[config.mk]
export PLATFORM = sky130hd
export DESIGN_NAME = led_pwm_channel_store_shift_out
export DESIGN_NICKNAME = d
export VERILOG_FILES = /design/src/rtl/lpwm_pkg.sv /design/src/rtl/lpwm_store.sv /design/src/rtl/lpwm_shift.sv /design/src/rtl/led_pwm_channel_store_shift_out.sv
export SDC_FILE = /design/constraint.sdc
export NUM_CORES = 2
export LEC_CHECK = 0
export CORE_MARGIN = 2
export CORE_UTILIZATION = 53
export DETAILED_ROUTE_END_ITERATION = 12
export DONT_BUFFER_PORTS = 1
export PLACE_DENSITY = 0.68
export SLEW_MARGIN = 10
export SYNTH_ARGS = -nofsm -noshare
export SYNTH_HDL_FRONTEND = slang
export SYNTH_SLANG_ARGS = --single-unit
[constraint.sdc]
create_clock -name clk -period 16.79 [get_ports clk]
set_clock_uncertainty 0.05 [all_clocks]
set_input_delay 3.358 -clock clk [delete_from_list [all_inputs] [get_ports clk]]
set_output_delay 3.358 -clock clk [all_outputs]
set_load 0.02 [all_outputs]
[src/rtl/lpwm_pkg.sv]
// Shared types, constants and helpers for the PWM LED channel store.
// No dependencies; every other file imports this package.
`default_nettype none

package lpwm_pkg;

  localparam int CHANNELS_PER_DRIVER = 24;
  localparam int LEVEL_BITS          = 12;
  localparam int DEF_MAX_DRIVERS     = 4;

  localparam int FUNC_W     = 3;
  localparam int INDEX_W    = 7;
  localparam int VALUE_W    = 16;
  localparam int DRV_W      = 3;
  localparam int BIT_W      = 4;
  localparam int CFG_ADDR_W = 1;
  localparam int CFG_DATA_W = 12;

  localparam logic [LEVEL_BITS-1:0] LEVEL_MAX        = '1;
  localparam logic [LEVEL_BITS-1:0] GLOBAL_LEVEL_RST = LEVEL_MAX;
  localparam logic [DRV_W-1:0]      NUM_DRIVERS_RST  = DRV_W'(1);
  localparam logic [VALUE_W-1:0]    STATE_USE_GLOBAL = VALUE_W'(1);

  localparam logic [BIT_W-1:0] BIT_TOP     = BIT_W'(LEVEL_BITS - 1);
  localparam logic [BIT_W-1:0] LATCH_PHASE = BIT_W'(LEVEL_BITS);

  localparam logic [FUNC_W-1:0] FN_SET_PWM   = 3'd0;
  localparam logic [FUNC_W-1:0] FN_SET_STATE = 3'd1;
  localparam logic [FUNC_W-1:0] FN_SET_LED   = 3'd2;
  localparam logic [FUNC_W-1:0] FN_CLEAR     = 3'd3;
  localparam logic [FUNC_W-1:0] FN_WRITE     = 3'd4;
  localparam logic [FUNC_W-1:0] FN_TICK      = 3'd5;

  localparam logic [CFG_ADDR_W-1:0] CFG_NUM_DRIVERS  = 1'd0;
  localparam logic [CFG_ADDR_W-1:0] CFG_GLOBAL_LEVEL = 1'd1;

  typedef struct packed {
    logic [FUNC_W-1:0]  func;
    logic [INDEX_W-1:0] index;
    logic [VALUE_W-1:0] value_a;
    logic [VALUE_W-1:0] value_b;
    logic [VALUE_W-1:0] value_c;
  } item_t;

  typedef struct packed {
    logic serial_data;
    logic bit_strobe;
    logic latch_pulse;
    logic busy_res;
  } res_t;

  typedef struct packed {
    logic active;
    logic serial_data;
    logic bit_strobe;
    logic latch_pulse;
  } shift_stat_t;

  function automatic logic [LEVEL_BITS-1:0] clamp_level(input logic [VALUE_W-1:0] v);
    return (|v[VALUE_W-1:LEVEL_BITS]) ? LEVEL_MAX : v[LEVEL_BITS-1:0];
  endfunction

endpackage

`default_nettype wire

[src/rtl/lpwm_store.sv]
// Channel level memory: one write port, one registered read port.
// Depends on lpwm_pkg.
`default_nettype none

module lpwm_store #(
  parameter int DEPTH  = lpwm_pkg::DEF_MAX_DRIVERS * lpwm_pkg::CHANNELS_PER_DRIVER,
  parameter int ADDR_W = $clog2(DEPTH)
) (
  input  logic                            clk,
  input  logic                            we,
  input  logic [ADDR_W-1:0]               waddr,
  input  logic [lpwm_pkg::LEVEL_BITS-1:0] wdata,
  input  logic [ADDR_W-1:0]               raddr,
  output logic [lpwm_pkg::LEVEL_BITS-1:0] rdata
);
  import lpwm_pkg::*;

  logic [LEVEL_BITS-1:0] mem [DEPTH];

  always_ff @(posedge clk) begin
    if (we) begin
      mem[waddr] <= wdata;
    end
    rdata <= mem[raddr];
  end

endmodule

`default_nettype wire

[src/rtl/lpwm_shift.sv]
// Serial shift-out: level shift register, bit and channel counters, latch phase.
// Depends on lpwm_pkg; fed by lpwm_store through its registered read port.
`default_nettype none

module lpwm_shift #(
  parameter int ADDR_W = 7
) (
  input  logic                            clk,
  input  logic                            rst,
  input  logic                            launch,
  input  logic [ADDR_W-1:0]               top_chan,
  input  logic                            load,
  input  logic                            tick,
  input  logic [lpwm_pkg::LEVEL_BITS-1:0] rdata,
  output logic [ADDR_W-1:0]               raddr,
  output lpwm_pkg::shift_stat_t           stat
);
  import lpwm_pkg::*;

  logic                  active;
  logic                  pre;
  logic [ADDR_W-1:0]     chan;
  logic [BIT_W-1:0]      bitn;
  logic [LEVEL_BITS-1:0] shreg;
  logic                  latch_ph;
  logic                  shift_en;

  assign latch_ph = (bitn == LATCH_PHASE);
  assign shift_en = tick && active && !latch_ph;

  assign stat.active      = active;
  assign stat.serial_data = active && !latch_ph && shreg[LEVEL_BITS-1];
  assign stat.bit_strobe  = active && !latch_ph;
  assign stat.latch_pulse = active && latch_ph;

  // prefetch the next lower channel while the current one shifts
  assign raddr = pre ? chan : ((chan == '0) ? '0 : chan - 1'b1);

  always_ff @(posedge clk) begin
    if (rst) begin
      active <= 1'b0;
      pre    <= 1'b0;
      chan   <= '0;
      bitn   <= '0;
    end else if (launch) begin
      active <= 1'b1;
      pre    <= 1'b1;
      chan   <= top_chan;
      bitn   <= BIT_TOP;
    end else if (load) begin
      pre <= 1'b0;
    end else if (tick && active) begin
      if (latch_ph) begin
        active <= 1'b0;
        bitn   <= '0;
        chan   <= '0;
      end else if (bitn == '0) begin
        if (chan == '0) begin
          bitn <= LATCH_PHASE;
        end else begin
          chan <= chan - 1'b1;
          bitn <= BIT_TOP;
        end
      end else begin
        bitn <= bitn - 1'b1;
      end
    end
  end

  always_ff @(posedge clk) begin
    if (load) begin
      shreg <= rdata;
    end else if (shift_en) begin
      shreg <= (bitn == '0) ? rdata : {shreg[LEVEL_BITS-2:0], 1'b0};
    end
  end

endmodule

`default_nettype wire

[src/rtl/led_pwm_channel_store_shift_out.sv]
// Top level: command decode, store sequencer (clearing pass, LED writes, load), result word.
// Depends on lpwm_pkg, lpwm_store and lpwm_shift.
//
// A word is taken at a clock edge with start high and busy low; its result word appears on
// res, marked by done, in the next cycle and for that cycle only, and is not held. set_pwm,
// set_state, tick and ignored words leave busy low, so ticks can follow back to back and shift
// one bit each. set_led holds busy in S_LED while it writes its three channels, one store
// write per channel; write holds it through S_LOAD0 and S_LOAD1 (store read latency before the
// first bit); clear holds it for a clearing pass over the whole store, one entry per cycle,
// then the load. After reset busy stays high in S_SWEEP while the store is cleared. The single
// store write port sets this sequencing. Configuration writes are taken at any edge.
`default_nettype none

module led_pwm_channel_store_shift_out #(
  parameter int MAX_DRIVERS = lpwm_pkg::DEF_MAX_DRIVERS
) (
  input  logic                            clk,
  input  logic                            rst,
  input  logic                            start,
  output logic                            busy,
  input  lpwm_pkg::item_t                 item,
  output logic                            done,
  output lpwm_pkg::res_t                  res,
  input  logic                            cfg_we,
  input  logic [lpwm_pkg::CFG_ADDR_W-1:0] cfg_addr,
  input  logic [lpwm_pkg::CFG_DATA_W-1:0] cfg_data
);
  import lpwm_pkg::*;

  localparam int DEPTH  = MAX_DRIVERS * CHANNELS_PER_DRIVER;
  localparam int ADDR_W = $clog2(DEPTH);
  localparam int LED_W  = INDEX_W + 2;
  localparam int CMP_W  = ((LED_W > ADDR_W) ? LED_W : ADDR_W) + 1;
  localparam int MAXD_W = $clog2(MAX_DRIVERS + 1);
  localparam int DW     = (MAXD_W > DRV_W) ? MAXD_W : DRV_W;

  typedef enum logic [2:0] {S_SWEEP, S_IDLE, S_LED, S_LOAD0, S_LOAD1} state_t;

  state_t                state;
  logic [ADDR_W-1:0]     sweep_cnt;
  logic                  load_after;
  logic [1:0]            led_cnt;
  logic [DRV_W-1:0]      num_drivers;
  logic [LEVEL_BITS-1:0] global_level;

  logic [LED_W-1:0]      led_addr;
  logic [LEVEL_BITS-1:0] led_lvl [3];
  logic [2:0]            led_ok;

  logic                  accept;
  logic                  is_tick;
  logic                  cmd;
  logic                  launch;
  logic                  load;
  logic                  tick;
  logic [DW-1:0]         drv_eff;
  logic [CMP_W-1:0]      limit;
  logic [ADDR_W-1:0]     top_chan;
  logic [LED_W-1:0]      led_base;
  logic [LEVEL_BITS-1:0] single_lvl;
  logic                  single_ok;

  logic                  we;
  logic [ADDR_W-1:0]     waddr;
  logic [LEVEL_BITS-1:0] wdata;
  logic [ADDR_W-1:0]     raddr;
  logic [LEVEL_BITS-1:0] rdata;
  shift_stat_t           stat;

  assign busy    = (state != S_IDLE);
  assign accept  = start && !busy;
  assign is_tick = (item.func == FN_TICK);
  assign cmd     = accept && !is_tick && !stat.active;
  assign launch  = cmd && ((item.func == FN_CLEAR) || (item.func == FN_WRITE));
  assign load    = (state == S_LOAD1);
  assign tick    = accept && is_tick;

  always_comb begin
    if (num_drivers == '0) begin
      drv_eff = DW'(1);
    end else if (DW'(num_drivers) > DW'(MAX_DRIVERS)) begin
      drv_eff = DW'(MAX_DRIVERS);
    end else begin
      drv_eff = DW'(num_drivers);
    end
  end

  assign limit    = CMP_W'(drv_eff) * CMP_W'(CHANNELS_PER_DRIVER);
  assign top_chan = ADDR_W'(limit - CMP_W'(1));
  assign led_base = (LED_W'(item.index) << 1) + LED_W'(item.index);

  assign single_lvl = ((item.func == FN_SET_STATE) && (item.value_a == STATE_USE_GLOBAL))
                      ? global_level : clamp_level(item.value_a);
  assign single_ok  = cmd && ((item.func == FN_SET_PWM) || (item.func == FN_SET_STATE))
                      && (CMP_W'(item.index) < limit);

  always_comb begin
    we    = 1'b0;
    waddr = '0;
    wdata = '0;
    unique case (state)
      S_SWEEP: begin
        we    = 1'b1;
        waddr = sweep_cnt;
      end
      S_LED: begin
        we    = led_ok[0];
        waddr = ADDR_W'(led_addr);
        wdata = led_lvl[0];
      end
      S_IDLE: begin
        we    = single_ok;
        waddr = ADDR_W'(item.index);
        wdata = single_lvl;
      end
      default: begin
      end
    endcase
  end

  always_ff @(posedge clk) begin
    if (rst) begin
      state        <= S_SWEEP;
      sweep_cnt    <= '0;
      load_after   <= 1'b0;
      led_cnt      <= '0;
      num_drivers  <= NUM_DRIVERS_RST;
      global_level <= GLOBAL_LEVEL_RST;
      done         <= 1'b0;
      res          <= '0;
    end else begin
      if (cfg_we) begin
        unique case (cfg_addr)
          CFG_NUM_DRIVERS:  num_drivers  <= cfg_data[DRV_W-1:0];
          CFG_GLOBAL_LEVEL: global_level <= cfg_data[LEVEL_BITS-1:0];
        endcase
      end

      done            <= accept;
      res.serial_data <= tick && stat.serial_data;
      res.bit_strobe  <= tick && stat.bit_strobe;
      res.latch_pulse <= tick && stat.latch_pulse;
      res.busy_res    <= launch || (stat.active && !(tick && stat.latch_pulse));

      unique case (state)
        S_SWEEP: begin
          if (sweep_cnt == ADDR_W'(DEPTH - 1)) begin
            sweep_cnt  <= '0;
            load_after <= 1'b0;
            state      <= load_after ? S_LOAD0 : S_IDLE;
          end else begin
            sweep_cnt <= sweep_cnt + 1'b1;
          end
        end
        S_IDLE: begin
          if (cmd) begin
            if (item.func == FN_CLEAR) begin
              load_after <= 1'b1;
              state      <= S_SWEEP;
            end else if (item.func == FN_WRITE) begin
              state <= S_LOAD0;
            end else if (item.func == FN_SET_LED) begin
              led_cnt <= '0;
              state   <= S_LED;
            end
          end
        end
        S_LED: begin
          led_cnt <= led_cnt + 1'b1;
          if (led_cnt == 2'd2) begin
            state <= S_IDLE;
          end
        end
        S_LOAD0: state <= S_LOAD1;
        S_LOAD1: state <= S_IDLE;
        default: state <= S_IDLE;
      endcase
    end
  end

  // hold the three LED levels and advance one per cycle
  always_ff @(posedge clk) begin
    if (state == S_IDLE) begin
      led_addr   <= led_base;
      led_lvl[0] <= clamp_level(item.value_a);
      led_lvl[1] <= clamp_level(item.value_b);
      led_lvl[2] <= clamp_level(item.value_c);
      led_ok[0]  <= CMP_W'(led_base) < limit;
      led_ok[1]  <= (CMP_W'(led_base) + CMP_W'(1)) < limit;
      led_ok[2]  <= (CMP_W'(led_base) + CMP_W'(2)) < limit;
    end else if (state == S_LED) begin
      led_addr   <= led_addr + 1'b1;
      led_lvl[0] <= led_lvl[1];
      led_lvl[1] <= led_lvl[2];
      led_ok     <= {1'b0, led_ok[2:1]};
    end
  end

  lpwm_store #(
    .DEPTH  (DEPTH),
    .ADDR_W (ADDR_W)
  ) u_store (
    .clk   (clk),
    .we    (we),
    .waddr (waddr),
    .wdata (wdata),
    .raddr (raddr),
    .rdata (rdata)
  );

  lpwm_shift #(
    .ADDR_W (ADDR_W)
  ) u_shift (
    .clk      (clk),
    .rst      (rst),
    .launch   (launch),
    .top_chan (top_chan),
    .load     (load),
    .tick     (tick),
    .rdata    (rdata),
    .raddr    (raddr),
    .stat     (stat)
  );

  a_word_answered: assert property (@(posedge clk) disable iff (rst)
    accept |=> done)
    else $error("accepted word produced no result");

  a_strobe_busy: assert property (@(posedge clk) disable iff (rst)
    (done && res.bit_strobe) |-> res.busy_res)
    else $error("bit shifted without a transfer in progress");

  a_latch_ends: assert property (@(posedge clk) disable iff (rst)
    (done && res.latch_pulse) |-> (!res.busy_res && !res.bit_strobe))
    else $error("latch pulse did not end the transfer");

  a_no_write_in_xfer: assert property (@(posedge clk) disable iff (rst)
    ((state == S_IDLE) && stat.active) |-> !we)
    else $error("store written during a transfer");

  a_load_active: assert property (@(posedge clk) disable iff (rst)
    (state == S_LOAD1) |-> stat.active)
    else $error("shift register loaded outside a transfer");

endmodule

`default_nettype wire
==> results by group <==
STA
  • Final period demand of the worst path: 6.98 ns
  • Number of pins exceeding their max-slew limit in the final report: 0
  • Final worst path period share: 0.416
  • RSZ-0062 raised after global routing: no
  • Count of endpoints failing setup in the final report: 0
  • Slew at the pin closest to its max-slew limit: 1.27 ns
  • Worst slew margin relative to its limit: 0.150
  • Final hold violation count: 0
  • Achievable Freq: 143 MHz
  • Final sum of negative setup slack: 0 ns

Global routing
  • Met2 GRT Util: 0.430
  • Routing layer with the top usage in global route: met2
  • Overflow after GRT: 0
  • First-pass GRT wire length: 214 mm
  • Pin count of the biggest net entering global routing: 125
  • Met1 global-route usage: 0.397
  • Initial antenna violation count: 12
  • Met3 Use GR: 0.0709
  • Global Route Usage Sum: 0.287
  • Number of global-route vias before repair: 32500

Critical path
  • Required time at the worst-slack endpoint: 17.09 ns
  • CP Max Fanout: 12
  • Slowest Stage Delay on Critical Path: 1.19 ns
  • Endpoint type of the worst setup path: register
  • CP max-delay cell: nor2_1
  • Sort of element at the start of the critical path: input pin
  • Crit path DAT: 7.28 ns
  • Path type of the worst setup path: input pin to register
  • Sequence of cells on the critical path: ha_1 -> o31a_1 -> o21ai_0 -> nand2b_1 -> maj3_1 -> o21ai_1 -> nand3_2 -> nor2_1

CTS
  • Number of gates resized after CTS: 0
  • Worst-skew pair later-pin latency: 0.74 ns
  • Clock-pin slew reported for the worst setup and hold paths after clock tree synthesis: 0.06 ns
  • Number of buffers inserted by hold repair at cts: 0
  • Count of H-tree levels built during CTS: 4
  • CTS buffer count: 130
  • Clock sink total: 1268
  • Buffer count from post-CTS setup fixing: 0
  • Clock tree root buffer cell: clkbuf_16
  • Maximum clock path buffer count: 3
  • CTS tree: done

Logic synthesis
  • Cell with the most instances after synthesis: edfxtp_1
  • Proportion of synthesized chip area in sequential cells: 0.714
  • Cell count after synthesis: 4041
  • Number of register bits inferred by synthesis: 1268
  • Distinct cell type count after synthesis: 85
  • Top cell type's share of synthesized area: 0.692
  • Post-synthesis cell type with the largest combined area: edfxtp_1
  • Synth Flop Type: edfxtp_1
  • Number of warnings printed during yosys synthesis: 0
  • Netlist Area Pre-Place: 52500 sq um
  • Post-synth EDFFs: 1210
  • Synth top area cells: edfxtp_1 (69%), nand2_1 (6.8%), nand3_1 (2.5%)
  • Most frequent cells after synthesis: edfxtp_1 (1210), nand2_1 (956), nand3_1 (267)
  • Mean cell area of the mapped netlist: 13.0 sq um
  • Async S/R FF share, synth: 0

Placed design
  • Number of buffer cells added on primary ports: 0
  • Cell area after placement: 53700 sq um
  • Detailed-placement wirelength estimate: 90.3 mm
  • Placer congestion estimate: 0.899

Floorplan
  • Number of I/O pins: 81
  • Starting density of the core: 0.534
  • Die Footprint: 102000 sq um
  • Core region area: 98300 sq um
  • Standard-cell row count: 115
  • Die H: 319 um
  • Die Span X: 319 um

Layout
  • Layout Nets: 4096
  • Area growth, synth to finish: 10.4%
  • Fraction of layout instances using a drive strength above 1: 0.0811
  • Summed area of non-filler cells in the final layout: 57900 sq um
  • Fraction of the core area covered by cells at the end of the flow: 0.589

Run status
  • Outcome: complete, no violations

Routing
  • First-pass iteration count of the detailed router: 7
  • Number of remaining DRC errors: 0
  • Count of antenna-violating nets left after detailed routing: 0
  • Routed vias/inst: 6.38
  • Wirelength per Cell: 27.4 um
  • Via count: 34300
  • Final wirelength: 147 mm
  • Starting DRT DRC Count: 4989

Power and ir drop
  • Total power divided by cell area: 110 nW/um^2
  • Total power after layout: 6.39 mW
  • Maximum resistive drop on vdd: 102 uV
  • Leak Pwr: 19.6 nW

Hold path
  • Path class of the lowest-slack min-delay path: register to register

Run
  • Max Cap Viol: 0
-- final cells by class --
class,count,area [sq um]
Multi-Input combinational cell,2500,14000
Fill cell,7652,40400
Timing Repair Buffer,67,515
Clock buffer,168,3530
Inverter,22,82.6
Tap cell,1287,1610
Sequential cell,1268,37500
Clock inverter,67,658
Antenna cell,2,5.00
-- routing by layer --
| layer | vias up | part of all wire | wire (um) |
|---|---|---|---|
| met5 | - | 0.00058 | 86 |
| met4 | 14 | 0.047 | 6880 |
| met2 | 2169 | 0.45 | 66100 |
| li1 | 15000 | - | - |
| met1 | 16800 | 0.39 | 57200 |
| met3 | 373 | 0.11 | 16900 |
-- per-stage QoR --
step                      hold WS, ns  std cells  setup slack [ns]
after detailed placement        0.405       5144              9.18
final                           0.414       5381              9.81
after floorplan                 0.370       4043              7.37
after CTS                       0.414       5379              9.94
after global routing            0.433       5379              9.69
after global placement          0.387       5144              9.26
-- final timing paths --
path                          startpoint                            end  slack, ns  depth (start not counted)
max                             item[52]  u_store.mem[93][10]$_DFFE_PP_       9.81                          8
min          num_drivers[0]$_SDFFE_PP1P_    num_drivers[0]$_SDFFE_PP1P_       0.41                          1
max reg2reg  num_drivers[1]$_SDFFE_PP0P_  u_store.mem[93][10]$_DFFE_PP_      10.96                         12
min reg2reg  num_drivers[0]$_SDFFE_PP1P_    num_drivers[0]$_SDFFE_PP1P_       0.41                          1
-- critical path: cells and delay by family --
family	cells	cell delay, ns
compound gates	3	0.96
fa+ha+maj	2	0.61
simple gates	3	2.32
-- power by group --
group / leakage, nW / switching (mW) / total [mW] / internal (mW)
registers: 11.7 / 0.00749 / 3.44 / 3.43
clock network: 2.05 / 1.21 / 2.85 / 1.65
logic: 5.86 / 0.0656 / 0.0998 / 0.0342
-- state kept, by name (all words and copies together) (netlist names) --
name            cells
u_shift.active      1
led_lvl            36
led_addr            7
u_store.rdata      12
u_shift.pre         1
done                1
num_drivers         3
u_store.mem      1152
u_shift.bitn        4
u_shift.chan        7
load_after          1
global_level       12
u_shift.shreg      12
led_cnt             2
state               3
res                 4
led_ok              3
sweep_cnt           7
-- cells by family (layout without fill, tap and decap cells) --
| family | Yosys count | count (layout) | share of synthesized area |
|---|---|---|---|
| and+or+nand+nor | 1716 | 1716 | 0.145 |
| DFF | 1268 | 1268 | 0.714 |
| AOI/OAI and AO/OA | 564 | 564 | 0.0726 |
| buffers and inverters | 275 | 324 | 0.0250 |
| muxes | 151 | 151 | 0.0299 |
| adders and majority gates | 33 | 33 | 0.00796 |
| xor gates and xnor gates | 33 | 33 | 0.00551 |
| other | 1 | 5 | 0.0000715 |
-- placed cells by master, fill, tap and decap left out, types with 71 or more instances in the layout --
cell type | netlist | final
a21oi_1 | 133 | 132
mux2i_1 | 123 | 123
nor2_1 | 208 | 208
and3_1 | 71 | 71
nand3_1 | 267 | 261
clkbuf_16 | 0 | 136
nand2_1 | 956 | 955
a31oi_1 | 91 | 91
edfxtp_1 | 1210 | 1210
nand4_1 | 71 | 71
Power figures use the tool's default switching activity.
